File: src/hdl/tsw_pkg.sv
// shared types and constants of the tcp sender window engine
`timescale 1ns / 1ps
package tsw_pkg;

  localparam int unsigned MaxPayload = 1000;
  localparam int unsigned QueueDepth = 64;
  localparam int unsigned QAddrW     = $clog2(QueueDepth);
  localparam int unsigned QCountW    = $clog2(QueueDepth + 1);
  localparam int unsigned RunLimit   = 64;
  localparam int unsigned RunW       = $clog2(RunLimit + 1);

  localparam logic [1:0] OP_PUSH = 2'd0;
  localparam logic [1:0] OP_RECV = 2'd1;
  localparam logic [1:0] OP_TICK = 2'd2;

  localparam logic [0:0] CFG_ISN = 1'b0;
  localparam logic [0:0] CFG_RTO = 1'b1;

  typedef struct packed {
    logic [1:0]  opcode;
    logic [15:0] bytes_ready;
    logic        stream_done;
    logic        ack_present;
    logic [31:0] ack_wrapped;
    logic [15:0] peer_window;
    logic        peer_reset;
    logic [31:0] elapsed_ms;
  } tsw_in_t;

  typedef struct packed {
    logic        seg_valid;
    logic [31:0] seg_seqno;
    logic [9:0]  seg_payload_len;
    logic        seg_syn;
    logic        seg_fin;
    logic        seg_rst;
    logic        seg_retransmit;
    logic        last_of_run;
    logic [16:0] in_flight;
    logic [8-1:0] retry_count;
  } tsw_out_t;

  // queue entry: start sequence, payload length, flags
  typedef struct packed {
    logic [63:0] start_abs;
    logic [10:0] pay;
    logic        syn;
    logic        fin;
  } tsw_seg_t;

  // memory port between engine and queue store
  typedef struct packed {
    logic              we;
    logic [QAddrW-1:0] waddr;
    tsw_seg_t          wdata;
    logic [QAddrW-1:0] raddr;
  } tsw_mem_req_t;

endpackage

File: src/hdl/tsw_engine.sv
// sequencer for push, receive and tick items over the queue store
`timescale 1ns / 1ps
module tsw_engine (
  input  logic              clk,
  input  logic              rst,
  input  logic              start,
  output logic              busy,
  input  tsw_pkg::tsw_in_t  item,
  input  logic [31:0]       initial_seq,
  input  logic [31:0]       initial_rto_ms,
  output tsw_pkg::tsw_mem_req_t mem_req,
  input  tsw_pkg::tsw_seg_t mem_rdata,
  output logic              result_valid,
  output tsw_pkg::tsw_out_t result
);
  import tsw_pkg::*;

  typedef enum logic [2:0] {
    S_IDLE, S_PUSH, S_RECV_RD, S_RECV_CHK, S_TICK, S_TICK_RD, S_TICK_OUT
  } state_t;

  state_t             state;
  tsw_in_t            cur;
  logic [63:0]        next_abs_seq;
  logic [16:0]        flight_count;
  logic [7:0]         retries;
  logic [15:0]        window_held;
  logic               syn_sent, fin_sent, error_flag, timer_on;
  logic [31:0]        timer_elapsed, current_rto;
  logic [QAddrW-1:0]  queue_head;
  logic [QCountW-1:0] queue_count;
  logic [15:0]        remaining;
  logic [RunW-1:0]    run_n;
  logic [63:0]        ack_abs;
  logic               retired;
  tsw_out_t           pend, pend_last;

  // push step terms
  logic [16:0] win, avail, room;
  logic        syn_b;
  logic [10:0] pay;
  logic        fin_b;
  logic [12:0] seg_len;
  logic        push_stop, push_err;

  always_comb begin
    win   = (window_held == 16'd0) ? 17'd1 : {1'b0, window_held};
    avail = win - flight_count;
    syn_b = !syn_sent;
    room  = (avail > {16'd0, syn_b}) ? avail - {16'd0, syn_b} : 17'd0;
    pay   = 11'(MaxPayload);
    if (room < 17'(pay)) pay = room[10:0];
    if ({5'd0, remaining} < 21'(pay)) pay = remaining[10:0];
    fin_b = !fin_sent && cur.stream_done && (remaining == 16'(pay))
            && (avail > 17'(syn_b) + 17'(pay));
    seg_len = 13'(syn_b) + 13'(pay) + 13'(fin_b);
    push_stop = (run_n == RunW'(RunLimit)) || (win < flight_count);
    push_err  = error_flag;
  end

  // held descriptor marked as the last of its run
  always_comb begin
    pend_last = pend;
    pend_last.last_of_run = 1'b1;
  end

  // acknowledgment unwrap
  logic [31:0] ack_d;
  logic [32:0] ack_back;
  logic [63:0] ack_unw;
  always_comb begin
    ack_d    = item.ack_wrapped - initial_seq - next_abs_seq[31:0];
    ack_back = 33'h1_0000_0000 - {1'b0, ack_d};
    if (!ack_d[31]) ack_unw = next_abs_seq + {32'd0, ack_d};
    else if (next_abs_seq >= {31'd0, ack_back}) ack_unw = next_abs_seq - {31'd0, ack_back};
    else ack_unw = next_abs_seq + {32'd0, ack_d};
  end

  // head entry terms
  logic [12:0] head_len;
  logic [32:0] tick_sum;
  assign head_len = 13'(mem_rdata.pay) + 13'(mem_rdata.syn) + 13'(mem_rdata.fin);
  assign tick_sum = {1'b0, timer_elapsed} + {1'b0, cur.elapsed_ms};

  assign busy = (state != S_IDLE);

  // memory port
  always_comb begin
    mem_req.we    = (state == S_PUSH) && !push_stop && !push_err
                    && (queue_count != QCountW'(QueueDepth)) && (seg_len != 13'd0);
    mem_req.waddr = QAddrW'(queue_head + QAddrW'(queue_count));
    mem_req.wdata.start_abs = next_abs_seq;
    mem_req.wdata.pay = pay;
    mem_req.wdata.syn = syn_b;
    mem_req.wdata.fin = fin_b;
    mem_req.raddr = queue_head;
  end

  always_ff @(posedge clk) begin
    if (rst) begin
      state <= S_IDLE;
      next_abs_seq <= '0; flight_count <= '0; retries <= '0;
      window_held <= 16'd1; syn_sent <= 1'b0; fin_sent <= 1'b0;
      error_flag <= 1'b0; timer_on <= 1'b0; timer_elapsed <= '0;
      current_rto <= 32'd1000; queue_head <= '0; queue_count <= '0;
      result_valid <= 1'b0; run_n <= '0; retired <= 1'b0;
    end else begin
      result_valid <= 1'b0;
      unique case (state)
        S_IDLE: begin
          if (start) begin
            cur <= item; remaining <= item.bytes_ready; run_n <= '0;
            retired <= 1'b0; ack_abs <= ack_unw;
            unique case (item.opcode)
              OP_PUSH: state <= S_PUSH;
              OP_RECV: begin
                window_held <= item.peer_window;
                if (item.peer_reset) begin
                  error_flag <= 1'b1; timer_on <= 1'b0;
                end
                if (item.peer_reset || error_flag || !item.ack_present
                    || ack_unw > next_abs_seq) begin
                  state <= S_IDLE;
                  result_valid <= 1'b1;
                  result <= '{1'b0, 32'(next_abs_seq) + initial_seq, 10'd0,
                    1'b0, 1'b0, 1'b0, 1'b0, 1'b1, flight_count, retries};
                end else begin
                  state <= S_RECV_RD;
                end
              end
              OP_TICK: state <= S_TICK;
              default: begin
                result_valid <= 1'b1;
                result <= '{1'b0, 32'(next_abs_seq) + initial_seq, 10'd0,
                  1'b0, 1'b0, 1'b0, 1'b0, 1'b1, flight_count, retries};
              end
            endcase
          end
        end
        S_PUSH: begin
          if (push_stop || (!push_err && (queue_count == QCountW'(QueueDepth)
              || seg_len == 13'd0))) begin
            if (queue_count == '0) timer_on <= 1'b0;
            result_valid <= 1'b1;
            if (run_n == '0) begin
              result <= '{1'b0, 32'(next_abs_seq) + initial_seq, 10'd0,
                1'b0, 1'b0, 1'b0, 1'b0, 1'b1, flight_count, retries};
            end else begin
              // held descriptor closes the run
              result <= pend_last;
            end
            state <= S_IDLE;
          end else if (push_err) begin
            result_valid <= 1'b1;
            result <= '{1'b1, 32'(next_abs_seq) + initial_seq, 10'd0,
              1'b0, 1'b0, 1'b1, 1'b0, 1'b1, flight_count, retries};
            if (queue_count == '0) timer_on <= 1'b0;
            state <= S_IDLE;
          end else begin
            syn_sent <= 1'b1;
            if (fin_b) fin_sent <= 1'b1;
            remaining <= remaining - 16'(pay);
            queue_count <= queue_count + 1'b1;
            flight_count <= flight_count + 17'(seg_len);
            next_abs_seq <= next_abs_seq + 64'(seg_len);
            run_n <= run_n + 1'b1;
            if (!timer_on) begin
              timer_on <= 1'b1; timer_elapsed <= '0;
            end
            // each descriptor is held in pend until the end of the run is known
            if (run_n != '0) begin
              result_valid <= 1'b1;
              result <= pend;
            end
            pend <= '{1'b1, 32'(next_abs_seq) + initial_seq, pay[9:0],
              syn_b, fin_b, 1'b0, 1'b0, 1'b0,
              flight_count + 17'(seg_len), retries};
          end
        end
        S_RECV_RD: begin
          // read of head issued, data next cycle
          if (queue_count == '0) begin
            if (retired) begin
              current_rto <= initial_rto_ms; retries <= '0;
            end
            timer_on <= 1'b0;
            timer_elapsed <= retired ? 32'd0 : timer_elapsed;
            result_valid <= 1'b1;
            result <= '{1'b0, 32'(next_abs_seq) + initial_seq, 10'd0,
              1'b0, 1'b0, 1'b0, 1'b0, 1'b1, flight_count,
              retired ? 8'd0 : retries};
            state <= S_IDLE;
          end else begin
            state <= S_RECV_CHK;
          end
        end
        S_RECV_CHK: begin
          if (mem_rdata.start_abs + 64'(head_len) > ack_abs) begin
            if (retired) begin
              current_rto <= initial_rto_ms; retries <= '0;
              timer_on <= 1'b1; timer_elapsed <= '0;
            end
            result_valid <= 1'b1;
            result <= '{1'b0, 32'(next_abs_seq) + initial_seq, 10'd0,
              1'b0, 1'b0, 1'b0, 1'b0, 1'b1, flight_count,
              retired ? 8'd0 : retries};
            state <= S_IDLE;
          end else begin
            flight_count <= (flight_count >= 17'(head_len))
                            ? flight_count - 17'(head_len) : 17'd0;
            queue_head <= queue_head + 1'b1;
            queue_count <= queue_count - 1'b1;
            retired <= 1'b1;
            state <= S_RECV_RD;
          end
        end
        S_TICK: begin
          logic [31:0] te;
          te = timer_on ? (tick_sum[32] ? 32'hFFFF_FFFF : tick_sum[31:0])
                        : timer_elapsed;
          timer_elapsed <= te;
          if (!timer_on || te < current_rto || queue_count == '0) begin
            if (timer_on && te >= current_rto) timer_on <= 1'b0;
            result_valid <= 1'b1;
            result <= '{1'b0, 32'(next_abs_seq) + initial_seq, 10'd0,
              1'b0, 1'b0, 1'b0, 1'b0, 1'b1, flight_count, retries};
            state <= S_IDLE;
          end else begin
            state <= S_TICK_RD;
          end
        end
        S_TICK_RD: state <= S_TICK_OUT;
        S_TICK_OUT: begin
          logic [7:0] r_new;
          r_new = retries;
          if (window_held != 16'd0) begin
            if (retries != 8'hFF) r_new = retries + 8'd1;
            current_rto <= current_rto[31] ? 32'hFFFF_FFFF : {current_rto[30:0], 1'b0};
          end
          retries <= r_new;
          timer_on <= 1'b1; timer_elapsed <= '0;
          result_valid <= 1'b1;
          result <= '{1'b1, mem_rdata.start_abs[31:0] + initial_seq,
            mem_rdata.pay[9:0], mem_rdata.syn, mem_rdata.fin, 1'b0, 1'b1,
            1'b1, flight_count, r_new};
          state <= S_IDLE;
        end
        default: state <= S_IDLE;
      endcase
    end
  end

`ifndef ASSERT_OFF
  a_count_bound: assert property (@(posedge clk) disable iff (rst)
    queue_count <= QCountW'(QueueDepth)) else $error("queue overfilled");
  a_idle_quiet: assert property (@(posedge clk) disable iff (rst)
    (state == S_IDLE) |-> !mem_req.we) else $error("write while idle");
  a_timer_empty: assert property (@(posedge clk) disable iff (rst)
    (state == S_IDLE && queue_count == '0) |-> !timer_on)
    else $error("timer runs with empty queue");
`endif

endmodule
File: config.mk
export PLATFORM = sky130hd
export DESIGN_NAME = tsw_engine
export DESIGN_NICKNAME = d
export VERILOG_FILES = /design/src/hdl/tsw_pkg.sv /design/src/hdl/tsw_engine.sv
export SDC_FILE = /design/constraint.sdc
export NUM_CORES = 2
export LEC_CHECK = 0
export BUFFER_PORTS_ARGS = -buffer_cell sky130_fd_sc_hd__buf_2
export CORE_MARGIN = 10
export CORE_UTILIZATION = 30
export CTS_BUF_LIST = sky130_fd_sc_hd__clkbuf_8
export CTS_CLUSTER_DIAMETER = 30
export DETAILED_ROUTE_END_ITERATION = 8
export PLACE_DENSITY = 0.55
export SYNTH_ARGS = -nofsm -noshare
export SYNTH_HDL_FRONTEND = slang
export SYNTH_SLANG_ARGS = --single-unit
File: constraint.sdc
create_clock -name clk -period 14.1 [get_ports clk]
set_input_delay 2.115 -clock clk [delete_from_list [all_inputs] [get_ports clk]]
set_output_delay 2.115 -clock clk [all_outputs]
set_load 0.03 [all_outputs]
Yosys cells after proc, flatten, opt, wreduce, memory -nomap -nowiden
Cells that the tools add are included.
Cells by class
  add/sub/neg operators: 26
  $lt $le $gt $ge: 11
  equality and inequality tests: 31
  multiplexer cells: 88
  bitwise operators: 4
  reduce and logical (&&, ||, !) cells: 57
Operators by type and width (number)
  73-bit two-way mux: 9
  73-bit one-hot mux with 6 select lines: 1
  32-bit two-way mux: 13
  32-bit one-hot mux with 5 select lines: 1
  73-bit one-hot mux with 2 select lines: 1
  64-bit by 13-bit adder with 64-bit output: 2
  64-bit greater-than comparator: 2
  64-bit two-way mux: 2
  32-bit one-hot mux with 3 select lines: 1
  17-bit two-way mux: 5
  32-bit adder: 2
  64-bit by 32-bit adder with 64-bit output: 1
  64-bit by 33-bit greater-or-equal comparator with 1-bit output: 1
  16-bit two-way mux: 4
  32-bit subtractor: 2
  64-bit by 33-bit subtractor with 64-bit output: 1
  7-bit two-way mux: 6
  8-bit two-way mux: 5
  17-bit one-hot mux with 2 select lines: 1
  32-bit by 32-bit adder with 33-bit output: 1
  33-bit by 32-bit subtractor with 33-bit output, first input constant: 1
  32-bit greater-or-equal comparator: 1
  32-bit less-than comparator: 1
  16-bit one-hot mux with 2 select lines: 1
  other kinds (68): 152
Word-level totals
  register bits after elaboration: 453
  output and inout port bits: 165

Logic depth before layout (Yosys ltp)
  depth in word-level cells: 19
  gate-level depth with buffers: 66
  depth with buffers taken out: 62

Least setup slack after synthesis
OpenSTA, ideal clock, no wires.
  kind: reg-to-reg
  from: reg window_held[3]
  to: reg pend[0] in the netlist's numbering, enable pin
  library setup time: 0.497 ns
  arrival: 14.169 ns
  required time: 13.603 ns
  setup slack: -0.565 ns
  cell stages (with the launch flop): 55
  clock period less this slack: 14.665 ns
  path through: dfxtp_1 nor4_1 and4_1 clkbuf_1 nor2_1 ha_1 fa_1 nand2b_1 a21oi_1 o311ai_0 o2bb2a_1 o211ai_4 or3_1 a211oi_1 o32ai_4 nor3_1 and2_1 nand2_1 [19 not listed] maj3_1 a211oi_1 nor2b_1 fa_1 ha_1 nand3_1 nor2_1 and4_1 a31o_2 a31oi_1 o22ai_1 and4_1 buf_6 nor2_2 inv_1 buf_2 clkbuf_1 nor2_1
RTL lines
  from (decl): line tsw_engine.sv:27  | logic [15:0] window_held;
  from (signal assigned): line tsw_engine.sv:117  | window_held <= item.peer_window;
  to (signal assigned): line tsw_engine.sv:175  | pend <= '{1'b1, 32'(next_abs_seq) + initial_seq, pay[9:0],
  to (decl): line tsw_engine.sv:36  | tsw_out_t pend, pend_last;

==> run metrics <==
Power Dens Cells 126.5 nW/um^2; gr busiest metal met2; DR iter-0 viols roughly 2700; first-pass GRT wire length around 230000 um; Post-Layout Cell Count roughly 7200; Die X roughly 400 um; flops & latches, synth roughly 450; Cells after Synth 4794; # nets final about 6100; Crit-path slowest cell fa_1; Worst Skew 59.99 ps; Area contributors post-synth edfxtp_1 (19%), ha_1 (15%), dfxtp_1 (9.7%); Synth Cell Area around 40000 um^2; met3 usage 0.04142; Post-synth EDFFs 255; gpl congestion 0.9400; die height 388.8 um; worst-margin pin slew ~1300 ps; dominant cell type by area after synthesis edfxtp_1; minimum clock period between 10000 and 15000 ps; Final HPWL DP 127000 um; Post-Route WL between 150000 and 200000 um; CP Data Required Time between 10000 and 15000 ps; layout cells sized above 1 0.1539; M2 GR Usage 0.3317; core footprint between 100000 and 150000 um^2; Seq/Total Area, Yosys 0.2847; vias in the first global route ~37000; clock buffer count from CTS ~130; Setup TNS 0 ps; Port-buffer cells a little over 400; Max-slew headroom 0.1377; CP Data Arrival Time approximately 11000 ps; Starting Density 0.3017; global-route met1 utilization 0.2545; vias post-DR ~38000; drt pass-1 iters 8; DR WL/cell between 20 and 25 um; static leakage 20.80 nW; multi-input gate area in the final layout between 20000 and 30000 um^2; Top-Level Pins slightly above 400; Mapped Nets about 5600; Worst-path clk slew ~50 ps; area delta synth->final 18.93%; crit-path most repeated cell ha_1; endpoints failing hold 0; initial antenna violation count 31; GRT overflow 0; post-route ant nets 0; Post-synth top cells ha_1 (504), nor2_1 (388), nand2_1 (382); CTS Root Cell clkbuf_8; overall routing resource usage 0.2004; Final setup viols 0; crit path launch type flip-flop; status finished clean; min-delay worst type reg2reg; # Max-Cap Violations 0; slowest stage delay, CP approximately 430 ps; total area of sequential cells roughly 12000 um^2; Max H-tree Level 4; dpl cells slightly below 7000; most used flip-flop cell after synthesis edfxtp_1; top-count cell post-synth ha_1; crit-path max FO 5; share of the synthesized area in the top cell type 0.1876; worst IR drop on VDD 107.0 uV; full die area approximately 150000 um^2; syn_area_per_cell roughly 8.5 um^2; Hold Slack 448.1 ps; Max Clock Freq 0.07482 GHz; FP Rows 135; clk sinks approximately 450; CTS tree done; YS warnings 0; Synth cell types just under 100; Crit Path Category reg2out; Slew Limit Fails 0; Layout fillers between 10000 and 15000; crit end category output pin; largest net degree at the start of global routing 75; Vias/cell 5.278; DRC 0; worst-skew pair later-pin latency around 850 ps; clock buffer depth 3; Period Utilization, post-route 0.9479; Async SR Flop Fraction 0
layout make-up:
| cell class | count | area share |
|---|---|---|
| tap | 1781 | 0.04591 |
| sequential | 453 | 0.2394 |
| antenna | 13 | 0.0006702 |
| clock inverter | 98 | 0.02034 |
| timing repair buffer | 504 | 0.05859 |
| clock buffer | 147 | 0.04168 |
| inverter | 380 | 0.02944 |
| multi-input combinational | 3804 | 0.5640 |
through the flow:
| step | power, mW | cell area, um^2 | util | setup WS, ps |
|---|---|---|---|---|
| floorplan | 3.278 | 40820 | - | 592.4 |
| global placement | 4.006 | 45300 | 0.3348 | 473.2 |
| detailed placement | 4.011 | 45300 | 0.3348 | 278.4 |
| CTS | 6.151 | 48350 | 0.3573 | 37.23 |
| global route | 6.541 | 48520 | 0.3586 | -25.99 |
| finish | 6.140 | 48540 | 0.3588 | 734.0 |
path summary, 6_finish.rpt:
check	from	endpoint	slack, ps	cells past startpoint
max	window_held[10]	mem_req[89]	730	49
min	current_rto[17]	current_rto[17]	450	2
max reg2reg	window_held[10]	next_abs_seq[17]	1500	59
min reg2reg	current_rto[17]	current_rto[17]	450	2
logic make-up after synthesis:
family          share of synthesized area
buf+inv                           0.05015
other cells                    0.00009188
simple gates                       0.1854
fa+ha+maj                          0.1773
compound gates                     0.2072
xor+xnor                          0.08391
mux                               0.01116
flops                              0.2847
report_power, final:
group / leakage (nW) / switching (mW) / total (mW) / internal [mW]
logic: 15.2 / 1.51 / 2.43 / 0.920
clock network: 1.61 / 0.780 / 2.08 / 1.30
registers: 3.97 / 0.0836 / 1.63 / 1.54
cells in the final DEF (no fill, tap or decap), types with 43 or more instances in the layout:
cell	netlist	routed
o21bai_1	43	43
nor3_1	97	95
edfxtp_1	255	255
fa_1	46	46
dfxtp_1	198	198
nand2_1	382	381
ha_1	504	503
nand4_1	87	87
nand2b_1	70	70
nor2b_1	68	68
clkbuf_8	0	147
nor2_1	388	385
a21oi_1	370	368
buf_4	2	89
buf_2	7	407
xor2_1	102	101
o21ai_0	255	252
o21a_1	49	48
nand3_1	135	134
a211oi_1	47	45
o211ai_1	50	50
xnor2_1	289	288
a21o_1	103	103
inv_1	375	399
and3_1	60	57
or3_1	65	65
state kept, by name, indices dropped and copies added, names as in the netlist, 3 cells and up:
| signal | count |
|---|---|
| result | 73 |
| timer_elapsed | 32 |
| state | 3 |
| window_held | 16 |
| current_rto | 32 |
| flight_count | 17 |
| queue_count | 7 |
| pend | 69 |
| retries | 8 |
| next_abs_seq | 64 |
| run_n | 7 |
| ack_abs | 64 |
| cur | 33 |
| queue_head | 6 |
| remaining | 16 |
worst max-delay path: cells and delay by family, from the launching register on:
kind	cells	cell delay (ps)
xor+xnor	1	150
flops	1	350
simple gates	19	3300
compound gates	19	3650
fa+ha+maj	9	2720
buf+inv	1	230
what timing repair did:
action,CTS,global route
hold buffers,0,0
gates resized for setup,7,28
pin swaps,0,6
buffers inserted,0,5
endpoints found under the hold margin,0,0
endpoints found under the setup margin,1,19
metal layers:
| metal | up-vias | share of wire |
|---|---|---|
| met5 | - | 0.00028 |
| met4 | 8 | 0.036 |
| met3 | 275 | 0.066 |
| met2 | 1268 | 0.46 |
| met1 | 17882 | 0.44 |
| li1 | 18460 | - |
No activity file was read; power rests on OpenSTA's default activity.
